===== src/rtl/core/stok_pkg.sv =====
// ---------------------------------------------------------------------------
// stok_pkg
// Shared types and constants of the source tokenizer.
// ---------------------------------------------------------------------------
package stok_pkg;

  // Scan state of the pending token
  typedef enum logic [2:0] {
    MODE_IDLE   = 3'd0,
    MODE_IDENT  = 3'd1,
    MODE_NUMBER = 3'd2,
    MODE_BADID  = 3'd3,
    MODE_EQ     = 3'd4,
    MODE_LT     = 3'd5,
    MODE_GT     = 3'd6,
    MODE_BANG   = 3'd7
  } mode_t;

  // Token classes
  localparam logic [3:0] CLS_RESERVED = 4'd0;
  localparam logic [3:0] CLS_ID       = 4'd1;
  localparam logic [3:0] CLS_NUM      = 4'd2;
  localparam logic [3:0] CLS_COP      = 4'd3;
  localparam logic [3:0] CLS_AOP      = 4'd4;
  localparam logic [3:0] CLS_OOP      = 4'd5;
  localparam logic [3:0] CLS_EOP      = 4'd6;
  localparam logic [3:0] CLS_SOP      = 4'd7;
  localparam logic [3:0] CLS_BADID    = 4'd8;
  localparam logic [3:0] CLS_UNKNOWN  = 4'd9;

  // Characters
  localparam logic [7:0] CH_EQ     = 8'h3D;
  localparam logic [7:0] CH_LT     = 8'h3C;
  localparam logic [7:0] CH_GT     = 8'h3E;
  localparam logic [7:0] CH_BANG   = 8'h21;
  localparam logic [7:0] CH_SEMI   = 8'h3B;
  localparam logic [7:0] CH_NL     = 8'h0A;
  localparam logic [7:0] CH_SPACE  = 8'h20;
  localparam logic [7:0] CH_PLUS   = 8'h2B;
  localparam logic [7:0] CH_MINUS  = 8'h2D;
  localparam logic [7:0] CH_SLASH  = 8'h2F;
  localparam logic [7:0] CH_STAR   = 8'h2A;
  localparam logic [7:0] CH_LPAREN = 8'h28;
  localparam logic [7:0] CH_RPAREN = 8'h29;
  localparam logic [7:0] CH_COMMA  = 8'h2C;
  localparam logic [7:0] CH_LBRACK = 8'h5B;
  localparam logic [7:0] CH_RBRACK = 8'h5D;
  localparam logic [7:0] CH_LBRACE = 8'h7B;
  localparam logic [7:0] CH_RBRACE = 8'h7D;
  localparam logic [7:0] CH_LOW_A  = 8'h61;
  localparam logic [7:0] CH_LOW_Z  = 8'h7A;
  localparam logic [7:0] CH_UP_A   = 8'h41;
  localparam logic [7:0] CH_UP_Z   = 8'h5A;
  localparam logic [7:0] CH_DIG_0  = 8'h30;
  localparam logic [7:0] CH_DIG_9  = 8'h39;

  localparam logic [15:0] LINE_FIRST = 16'd1;
  localparam logic [15:0] POS_MAX    = 16'hFFFF;
  localparam logic [7:0]  LEN_MAX    = 8'hFF;

  // Configuration port
  localparam int CFG_IDX_W = 3;

  // Result queue
  localparam int QUEUE_DEPTH = 8;
  localparam int QUEUE_AW    = 3;

  typedef struct packed {
    logic [3:0]  token_class;
    logic [63:0] lexeme_bytes;
    logic [7:0]  lexeme_length;
    logic [15:0] line_number;
    logic [15:0] column_number;
    logic        last_of_run;
  } result_t;

  // Up to two results written per item
  typedef struct packed {
    logic [1:0] n;
    result_t    first;
    result_t    second;
  } push_t;

endpackage


===== src/rtl/core/stok_scan.sv =====
// ---------------------------------------------------------------------------
// stok_scan
// Scan state, keyword registers and per-item token logic.
// ---------------------------------------------------------------------------
module stok_scan #(
  parameter int KEYWORD_COUNT = 6,
  parameter int LEXEME_BYTES  = 8
) (
  input  logic                          clk,
  input  logic                          rst,
  input  logic                          item_valid,
  input  logic [7:0]                    item_byte,
  input  logic                          item_end,
  input  logic                          cfg_we,
  input  logic [stok_pkg::CFG_IDX_W-1:0] cfg_index,
  input  logic [63:0]                   cfg_data,
  output stok_pkg::push_t               push
);

  localparam int LW = 8 * LEXEME_BYTES;

  stok_pkg::mode_t mode, mode_next;
  logic [LW-1:0] store, store_next, take_store;
  logic [7:0]    count, count_next, count_inc;
  logic [15:0]   line, line_next, line_bump;
  logic [15:0]   col, col_next, col_bump;
  logic [15:0]   start, start_next;
  logic [63:0]   kw [KEYWORD_COUNT];

  logic c_alpha, c_digit, c_space, c_nl, c_eq, c_lt, c_gt, c_bang;
  logic take_v, flush_v, cop_v, idle_v, single_v, reserved;
  logic [3:0] pend_cls, single_cls;
  stok_pkg::result_t pend_res, cop_res, single_res;

  // Character decode
  always_comb begin
    c_alpha = (item_byte inside {[stok_pkg::CH_LOW_A:stok_pkg::CH_LOW_Z],
                                 [stok_pkg::CH_UP_A:stok_pkg::CH_UP_Z]});
    c_digit = (item_byte inside {[stok_pkg::CH_DIG_0:stok_pkg::CH_DIG_9]});
    c_space = (item_byte == stok_pkg::CH_SPACE);
    c_nl    = (item_byte == stok_pkg::CH_NL);
    c_eq    = (item_byte == stok_pkg::CH_EQ);
    c_lt    = (item_byte == stok_pkg::CH_LT);
    c_gt    = (item_byte == stok_pkg::CH_GT);
    c_bang  = (item_byte == stok_pkg::CH_BANG);
  end

  // What this item does: extend, close the pending token, or start afresh
  always_comb begin
    take_v  = 1'b0;
    flush_v = 1'b0;
    cop_v   = 1'b0;
    idle_v  = 1'b0;
    if (item_valid) begin
      if (item_end) begin
        flush_v = (mode != stok_pkg::MODE_IDLE);
      end else begin
        case (mode)
          stok_pkg::MODE_IDENT, stok_pkg::MODE_BADID, stok_pkg::MODE_NUMBER: begin
            if (c_digit || c_alpha) begin
              take_v = 1'b1;
            end else begin
              flush_v = 1'b1;
              idle_v  = 1'b1;
            end
          end
          stok_pkg::MODE_EQ, stok_pkg::MODE_LT, stok_pkg::MODE_GT,
          stok_pkg::MODE_BANG: begin
            if (c_eq) begin
              cop_v = 1'b1;
            end else begin
              flush_v = 1'b1;
              idle_v  = 1'b1;
            end
          end
          default: begin
            idle_v = 1'b1;
          end
        endcase
      end
    end
  end

  // Next scan state
  always_comb begin
    mode_next = mode;
    if (item_valid) begin
      if (item_end || cop_v) begin
        mode_next = stok_pkg::MODE_IDLE;
      end else if (take_v) begin
        if (mode == stok_pkg::MODE_NUMBER && c_alpha) begin
          mode_next = stok_pkg::MODE_BADID;
        end
      end else if (idle_v) begin
        if (c_alpha) begin
          mode_next = stok_pkg::MODE_IDENT;
        end else if (c_digit) begin
          mode_next = stok_pkg::MODE_NUMBER;
        end else if (c_eq) begin
          mode_next = stok_pkg::MODE_EQ;
        end else if (c_lt) begin
          mode_next = stok_pkg::MODE_LT;
        end else if (c_gt) begin
          mode_next = stok_pkg::MODE_GT;
        end else if (c_bang) begin
          mode_next = stok_pkg::MODE_BANG;
        end else begin
          mode_next = stok_pkg::MODE_IDLE;
        end
      end
    end
  end

  // Position, lexeme and results
  always_comb begin
    count_inc = (count != stok_pkg::LEN_MAX) ? count + 8'd1 : count;
    col_bump  = (col != stok_pkg::POS_MAX) ? col + 16'd1 : col;
    line_bump = (line != stok_pkg::POS_MAX) ? line + 16'd1 : line;

    for (int i = 0; i < LEXEME_BYTES; i++) begin
      take_store[8*i +: 8] = (count == 8'(i)) ? item_byte : store[8*i +: 8];
    end

    store_next = store;
    count_next = count;
    line_next  = line;
    col_next   = col;
    start_next = start;

    if (item_valid && item_end) begin
      line_next = stok_pkg::LINE_FIRST;
      col_next  = '0;
    end
    if (take_v || cop_v) begin
      store_next = take_store;
      count_next = count_inc;
      col_next   = col_bump;
    end
    if (idle_v) begin
      if (c_space) begin
        col_next = col_bump;
      end else if (c_nl) begin
        line_next = line_bump;
        col_next  = '0;
      end else begin
        store_next = LW'(item_byte);
        count_next = 8'd1;
        start_next = col;
        col_next   = col_bump;
      end
    end

    single_v = idle_v && !(c_alpha || c_digit || c_space || c_nl ||
                           c_eq || c_lt || c_gt || c_bang);
    if (item_byte inside {stok_pkg::CH_PLUS, stok_pkg::CH_MINUS,
                          stok_pkg::CH_SLASH, stok_pkg::CH_STAR}) begin
      single_cls = stok_pkg::CLS_OOP;
    end else if (item_byte == stok_pkg::CH_SEMI) begin
      single_cls = stok_pkg::CLS_EOP;
    end else if (item_byte inside {stok_pkg::CH_LPAREN, stok_pkg::CH_RPAREN,
                                   stok_pkg::CH_COMMA, stok_pkg::CH_LBRACK,
                                   stok_pkg::CH_RBRACK, stok_pkg::CH_LBRACE,
                                   stok_pkg::CH_RBRACE}) begin
      single_cls = stok_pkg::CLS_SOP;
    end else begin
      single_cls = stok_pkg::CLS_UNKNOWN;
    end

    // Reserved words only match lexemes that fit the store entirely
    reserved = 1'b0;
    for (int k = 0; k < KEYWORD_COUNT; k++) begin
      if (kw[k] != '0 && kw[k] == 64'(store)) begin
        reserved = 1'b1;
      end
    end
    if (count > 8'(LEXEME_BYTES)) begin
      reserved = 1'b0;
    end

    case (mode)
      stok_pkg::MODE_IDENT:  pend_cls = reserved ? stok_pkg::CLS_RESERVED : stok_pkg::CLS_ID;
      stok_pkg::MODE_NUMBER: pend_cls = stok_pkg::CLS_NUM;
      stok_pkg::MODE_BADID:  pend_cls = stok_pkg::CLS_BADID;
      stok_pkg::MODE_EQ:     pend_cls = stok_pkg::CLS_AOP;
      default:               pend_cls = stok_pkg::CLS_COP;
    endcase

    pend_res.token_class   = pend_cls;
    pend_res.lexeme_bytes  = 64'(store);
    pend_res.lexeme_length = count;
    pend_res.line_number   = line;
    pend_res.column_number = start;
    pend_res.last_of_run   = !single_v;

    // two-character comparison keeps the column of its first character
    cop_res.token_class   = stok_pkg::CLS_COP;
    cop_res.lexeme_bytes  = 64'(take_store);
    cop_res.lexeme_length = count_inc;
    cop_res.line_number   = line;
    cop_res.column_number = start;
    cop_res.last_of_run   = 1'b1;

    single_res.token_class   = single_cls;
    single_res.lexeme_bytes  = 64'(item_byte);
    single_res.lexeme_length = 8'd1;
    single_res.line_number   = line;
    single_res.column_number = col;
    single_res.last_of_run   = 1'b1;

    push.n      = {1'b0, flush_v} + {1'b0, cop_v} + {1'b0, single_v};
    push.first  = flush_v ? pend_res : (cop_v ? cop_res : single_res);
    push.second = single_res;
  end

  always_ff @(posedge clk) begin
    if (rst) begin
      mode  <= stok_pkg::MODE_IDLE;
      store <= '0;
      count <= '0;
      line  <= stok_pkg::LINE_FIRST;
      col   <= '0;
      start <= '0;
    end else begin
      mode  <= mode_next;
      store <= store_next;
      count <= count_next;
      line  <= line_next;
      col   <= col_next;
      start <= start_next;
    end
  end

  always_ff @(posedge clk) begin
    if (rst) begin
      for (int k = 0; k < KEYWORD_COUNT; k++) begin
        kw[k] <= '0;
      end
    end else begin
      for (int k = 0; k < KEYWORD_COUNT; k++) begin
        if (cfg_we && cfg_index == stok_pkg::CFG_IDX_W'(k)) begin
          kw[k] <= cfg_data;
        end
      end
    end
  end

endmodule


===== src/rtl/core/stok_queue.sv =====
// ---------------------------------------------------------------------------
// stok_queue
// Result queue: up to two writes per cycle, one read toward the output.
// ---------------------------------------------------------------------------
module stok_queue (
  input  logic              clk,
  input  logic              rst,
  input  stok_pkg::push_t   push,
  input  logic              hold_in,
  output logic              busy,
  output logic              out_valid,
  input  logic              out_stall,
  output stok_pkg::result_t out_res
);

  localparam int AW = stok_pkg::QUEUE_AW;
  localparam int CW = stok_pkg::QUEUE_AW + 2;

  stok_pkg::result_t mem [stok_pkg::QUEUE_DEPTH];
  logic [AW-1:0] head, tail;
  logic [AW:0]   count;
  logic          pop;
  logic [CW-1:0] need;

  assign out_valid = (count != '0);
  assign pop       = out_valid && !out_stall;
  assign out_res   = mem[head];

  // room for the item in flight plus one more, two results each
  assign need = CW'(count) + (hold_in ? CW'(2) : CW'(0)) + CW'(2);
  assign busy = (need > CW'(stok_pkg::QUEUE_DEPTH));

  always_ff @(posedge clk) begin
    if (rst) begin
      head  <= '0;
      tail  <= '0;
      count <= '0;
    end else begin
      head  <= head + AW'(pop);
      tail  <= tail + AW'(push.n);
      count <= count + (AW+1)'(push.n) - (AW+1)'(pop);
    end
  end

  always_ff @(posedge clk) begin
    if (push.n != 2'd0) begin
      mem[tail] <= push.first;
    end
    if (push.n == 2'd2) begin
      mem[tail + AW'(1)] <= push.second;
    end
  end

  a_no_overflow: assert property (@(posedge clk) disable iff (rst)
    push.n != 2'd0 |-> (CW'(count) + CW'(push.n)) <= CW'(stok_pkg::QUEUE_DEPTH))
    else $error("result queue overflow");

  a_pair_marks: assert property (@(posedge clk) disable iff (rst)
    push.n == 2'd2 |-> (push.second.last_of_run && !push.first.last_of_run))
    else $error("two-token item marked wrong");

  a_single_mark: assert property (@(posedge clk) disable iff (rst)
    push.n == 2'd1 |-> push.first.last_of_run)
    else $error("single token not marked last");

  a_write_shows: assert property (@(posedge clk) disable iff (rst)
    (count == '0 && push.n != 2'd0) |=> out_valid)
    else $error("written result not presented");

endmodule


===== src/rtl/core/source_tokenizer_unit.sv =====
// ---------------------------------------------------------------------------
// source_tokenizer_unit
// Streaming tokenizer: one source byte per item in, tokens out.
// ---------------------------------------------------------------------------
// Takes one text byte per cycle while in_stall is low. An accepted item is
// registered, then the scan logic classifies it and writes zero, one or two
// tokens into an 8-entry result queue; a token reaches the output once its
// closing byte has passed the item register and been written to the queue.
// Input throughput is one item per cycle while in_stall is low; the output
// port moves one token per cycle while out_stall is low, so a run of items
// that each close two tokens is limited by the output. in_stall rises when
// the queue has no room for two tokens from the registered item plus two
// from a new one. Keyword registers are to be written through the cfg port
// (always ready) only while the block is idle; the block does not enforce it.
module source_tokenizer_unit #(
  parameter int KEYWORD_COUNT = 6,
  parameter int LEXEME_BYTES  = 8
) (
  input  logic                          clk,
  input  logic                          rst,
  input  logic                          in_valid,
  output logic                          in_stall,
  input  logic [7:0]                    text_byte,
  input  logic                          end_of_text,
  output logic                          out_valid,
  input  logic                          out_stall,
  output logic [3:0]                    token_class,
  output logic [63:0]                   lexeme_bytes,
  output logic [7:0]                    lexeme_length,
  output logic [15:0]                   line_number,
  output logic [15:0]                   column_number,
  output logic                          last_of_run,
  input  logic                          cfg_valid,
  output logic                          cfg_ready,
  input  logic [stok_pkg::CFG_IDX_W-1:0] cfg_index,
  input  logic [63:0]                   cfg_data
);

  logic              item_valid;
  logic [7:0]        item_byte;
  logic              item_end;
  logic              busy;
  stok_pkg::push_t   push;
  stok_pkg::result_t head_res;

  assign in_stall  = busy;
  assign cfg_ready = 1'b1;

  always_ff @(posedge clk) begin
    if (rst) begin
      item_valid <= 1'b0;
    end else begin
      item_valid <= in_valid && !in_stall;
    end
  end

  always_ff @(posedge clk) begin
    if (in_valid && !in_stall) begin
      item_byte <= text_byte;
      item_end  <= end_of_text;
    end
  end

  stok_scan #(
    .KEYWORD_COUNT(KEYWORD_COUNT),
    .LEXEME_BYTES (LEXEME_BYTES)
  ) u_scan (
    .clk       (clk),
    .rst       (rst),
    .item_valid(item_valid),
    .item_byte (item_byte),
    .item_end  (item_end),
    .cfg_we    (cfg_valid && cfg_ready),
    .cfg_index (cfg_index),
    .cfg_data  (cfg_data),
    .push      (push)
  );

  stok_queue u_queue (
    .clk      (clk),
    .rst      (rst),
    .push     (push),
    .hold_in  (item_valid),
    .busy     (busy),
    .out_valid(out_valid),
    .out_stall(out_stall),
    .out_res  (head_res)
  );

  assign token_class   = head_res.token_class;
  assign lexeme_bytes  = head_res.lexeme_bytes;
  assign lexeme_length = head_res.lexeme_length;
  assign line_number   = head_res.line_number;
  assign column_number = head_res.column_number;
  assign last_of_run   = head_res.last_of_run;

endmodule

===== config.mk =====
export PLATFORM = sky130hd
export DESIGN_NAME = source_tokenizer_unit
export DESIGN_NICKNAME = d
export VERILOG_FILES = /design/src/rtl/core/stok_pkg.sv /design/src/rtl/core/stok_scan.sv /design/src/rtl/core/stok_queue.sv /design/src/rtl/core/source_tokenizer_unit.sv
export SDC_FILE = /design/constraint.sdc
export NUM_CORES = 2
export LEC_CHECK = 0
export BUFFER_PORTS_ARGS = -buffer_cell sky130_fd_sc_hd__buf_4
export CORE_MARGIN = 2
export CORE_UTILIZATION = 55
export DETAILED_ROUTE_END_ITERATION = 10
export PLACE_DENSITY = 0.73
export RECOVER_POWER = 100
export REMOVE_ABC_BUFFERS = 1
export SLEW_MARGIN = 30
export SYNTH_ARGS = -nofsm -noshare
export SYNTH_HDL_FRONTEND = slang
export SYNTH_SLANG_ARGS = --single-unit

===== constraint.sdc =====
create_clock -name clk -period 12.95 [get_ports clk]
set_input_delay 1.295 -clock clk [delete_from_list [all_inputs] [get_ports clk]]
set_output_delay 1.295 -clock clk [all_outputs]
set_load 0.02 [all_outputs]

==> impl_metrics.toml <==
[run_status]
status = "finished, violations left"
violations = "max-capacitance violations, max-slew violations"

[flow_run]
cap_viol_max_count = 38

[routing]
firstDrtPassIters = 7
postRouteAntennaNets = 0
drc = 0
routedWlPerCell_um = 28.3
post_drt_via_cell_ratio = 6.48
vias = 45527
wirelength_mm = 199
drt_iter0_markers = 5226

[logic_synthesis]
yosys.area.top_type_share = 0.353
synth.distinct_cells = 74
synthSimpleGateAreaFrac = 0.151
synthFlopType = "edfxtp_1"
ys_seq_area_frac = 0.559
yosysTopAreaCell = "edfxtp_1"
synthMuxAreaShare = 0.107
synth_compound_area_frac = 0.0906
synthArstFlopShare = 0
syn_area_um2 = 63500
synth_edf_count = 745
avgSynthCellArea_um2 = 11.7
postSynthCellCount = 5443
synth.area.top_cells = "edfxtp_1, dfxtp_1, mux4_2"
ys_warn_count = 0
synth_xor_area_frac = 0.0559
synthAdderAreaFrac = 0.00509
synth_top_family_by_area = "simple AND/OR/NAND/NOR gates"
synth_seq_cells = 1399

[placement]
dp_cells = 6764
io_buffers = 191
post-dp-hpwl_mm = 131
gp_congestion = 1.12
pre_cts_ws_ps = 6160

[global_route]
use_met2 = 0.544
grt_usage = 0.333
grt_pass1_vias = 43801
grt_pass1_wl_mm = 289
gr-total-overflow = 0
globalRouteMet1Util = 0.421
grt_antenna_before_repair = 5
met3_usage = 0.0494
grt_max_degree = 90
grt-busiest-layer = "met2"

[die]
die_x_um = 344
initial_core_util = 0.555
rows = 124
dieArea_um2 = 118000
core_um2 = 114000
ios = 193
die_h_um = 344

[sta]
setup_slack_ps = 3400
fmax_ghz = 0.105
min_period_ps = 9550
final.setup_skew_ps = 30.6
finalHoldViolCount = 0
whs_ps = 463
drv_slew = 1949
tightest_slew_ps = 4090
rsz0062_at_grt = "false"
period_share = 0.738
maxSlewHeadroom = -1.73
setup_viol = 0
tns_ps = 0

[power]
p_per_area_nw_per_um2 = 148
switching_share = 0.261
combPwrFrac = 0.124
power.switching_mw = 2.71
total_power_mw = 10.4
power_frac_clock = 0.398
ir_drop_mv = 0.123
seqPwrFrac = 0.478
leakagePower_nw = 22.8
intPower_mw = 7.67

[clock_tree]
clkSlewWorstSetupHoldPaths_ps = 60
ctsHoldBuffers = 0
post_cts_buffers = 0
cts_tree = "yes"
htreeDepth = 4
root_buffer = "clkbuf_16"
clk_latency_ps = 770
cts.sinks = 1399
ctsResizeCount = 0
cts_buffers = 144
clk_path_buf_depth = 3

[finish]
final_cell_mix = "edfxtp_1, dfxtp_1, o21ai_0"
layout-drive-gt1-share = 0.136
final_common_cell = "edfxtp_1"
stdcell_count = 7030
syn2layout_area_growth_pct = 10.6
nNetsFinal = 5506

[critical_path]
worstPathMaxFanout = 66
max_stage_delay_ps = 2050
critical-path-top-delay-family = "simple AND/OR/NAND/NOR gates"
setup.worst_path.class = "reg2reg"
end_kind = "register"
crit_slowest_cell = "nand2_1"
path_buf_inv = 3
r2r_cells = 14
cp.arrival_ps = 10170
required_ps = 13570
crit_chain = "or4_1 -> nor2_1 -> o31ai_1 -> a21oi_2 -> clkbuf_1 -> nand3_1 -> nor3_1 -> inv_1 -> fa_1 -> inv_1 -> nor3_1 -> nand2_1 -> o21ai_2 -> a22o_1"
r2r-end = "u_queue.mem[1][14]$_DFFE_PP_"
r2r_slack_ps = 3400
r2r-start = "item_byte[2]$_DFFE_PP_"
start_kind = "register"

[hold_path]
min-delay-start = "u_queue.mem[6][62]$_SDFFE_PP0P_"
min_delay_path_depth = 2
worst_hold_path.endpoint = "u_queue.mem[6][62]$_SDFFE_PP0P_"
min_path_type = "reg2reg"
power groups by stage:
stage / combinational (mW) / clock, mW / sequential [mW]
after floorplan: 0.858 / 0 / 5.13
after global routing: 1.36 / 4.33 / 4.97
after detailed placement: 1.32 / 0 / 5.04
after global placement: 1.31 / 0 / 5.04
final: 1.29 / 4.13 / 4.96
after CTS: 1.32 / 4.15 / 4.95
cells in the mapped netlist, drive strengths merged (6+ instances only):
library cell / instances
nand3: 526
nor2: 152
edfxtp: 745
dfxtp: 654
buf: 87
or3: 6
and3: 16
nor3b: 8
a22o: 173
o31ai: 9
mux4: 218
xnor2: 336
mux2: 110
o22ai: 26
o21ai: 627
ha: 21
nor2b: 27
nor4: 146
a21oi: 73
clkbuf: 389
nor3: 43
nand4: 132
inv: 37
and2: 496
mux2i: 61
nand2: 184
nand2b: 8
xor2: 69
through the flow:
step           utilization  area [um^2]
2_1_floorplan            -        61600
5_1_grt              0.614        70200
3_3_place_gp         0.576        65900
3_5_place_dp         0.577        66000
4_1_cts              0.618        70700
6_report             0.614        70200
cell type report:
class,instances,area [um^2]
diodes,6,15.0
clock buffers,188,3980
clock inverters,69,729
fillers,8914,44200
inverters,38,143
multi-input cells,3530,26100
flip-flops and latches,1399,35500
well taps,1512,1890
repair buffers,288,1860
worst max-delay path by stage:
stage,slack (ps),from,to,cells after the start
after detailed placement,6160,item_byte[2]$_DFFE_PP_,u_queue.mem[4][25]$_DFFE_PP_,15
after global routing,2970,item_byte[2]$_DFFE_PP_,u_queue.mem[1][10]$_DFFE_PP_,14
after global placement,6110,item_byte[2]$_DFFE_PP_,u_queue.mem[1][2]$_DFFE_PP_,14
after floorplan,2730,u_queue.head[0]$_SDFF_PP0_,last_of_run,2
final,3400,item_byte[2]$_DFFE_PP_,u_queue.mem[1][14]$_DFFE_PP_,14
after CTS,6140,item_byte[2]$_DFFE_PP_,u_queue.mem[4][107]$_DFFE_PP_,15
per-layer routing:
metal / vias to the layer above / share of wire
met1: 22502 / 0.37
met4: 2 / 0.068
met2: 2483 / 0.47
met3: 549 / 0.085
li1: 19991 / -
met5: - / 0.000065
state kept, by name (all words and copies together) (netlist names):
signal	cells
item_byte	8
item_end	1
item_valid	1
u_queue.count	4
u_queue.head	3
u_queue.mem	872
u_queue.tail	3
u_scan.col	16
u_scan.count	8
u_scan.kw	384
u_scan.line	16
u_scan.mode	3
u_scan.start	16
u_scan.store	64
tightest hold or removal path, cell delays in order, from the launching register on:
cell and delay (ps):
dfxtp_1 310, nand3_1 60, o21ai_1 50
kinds of logic (layout without fill, tap and decap cells):
group	after synthesis	in the layout
AOI/OAI and AO/OA	950	950
xor gates and xnor gates	405	405
adders and majority gates	24	24
buffers and inverters	514	583
DFF	1399	1399
muxes	389	389
other	1	7
and+or+nand+nor	1761	1761
No activity file was read; power rests on OpenSTA's default activity.
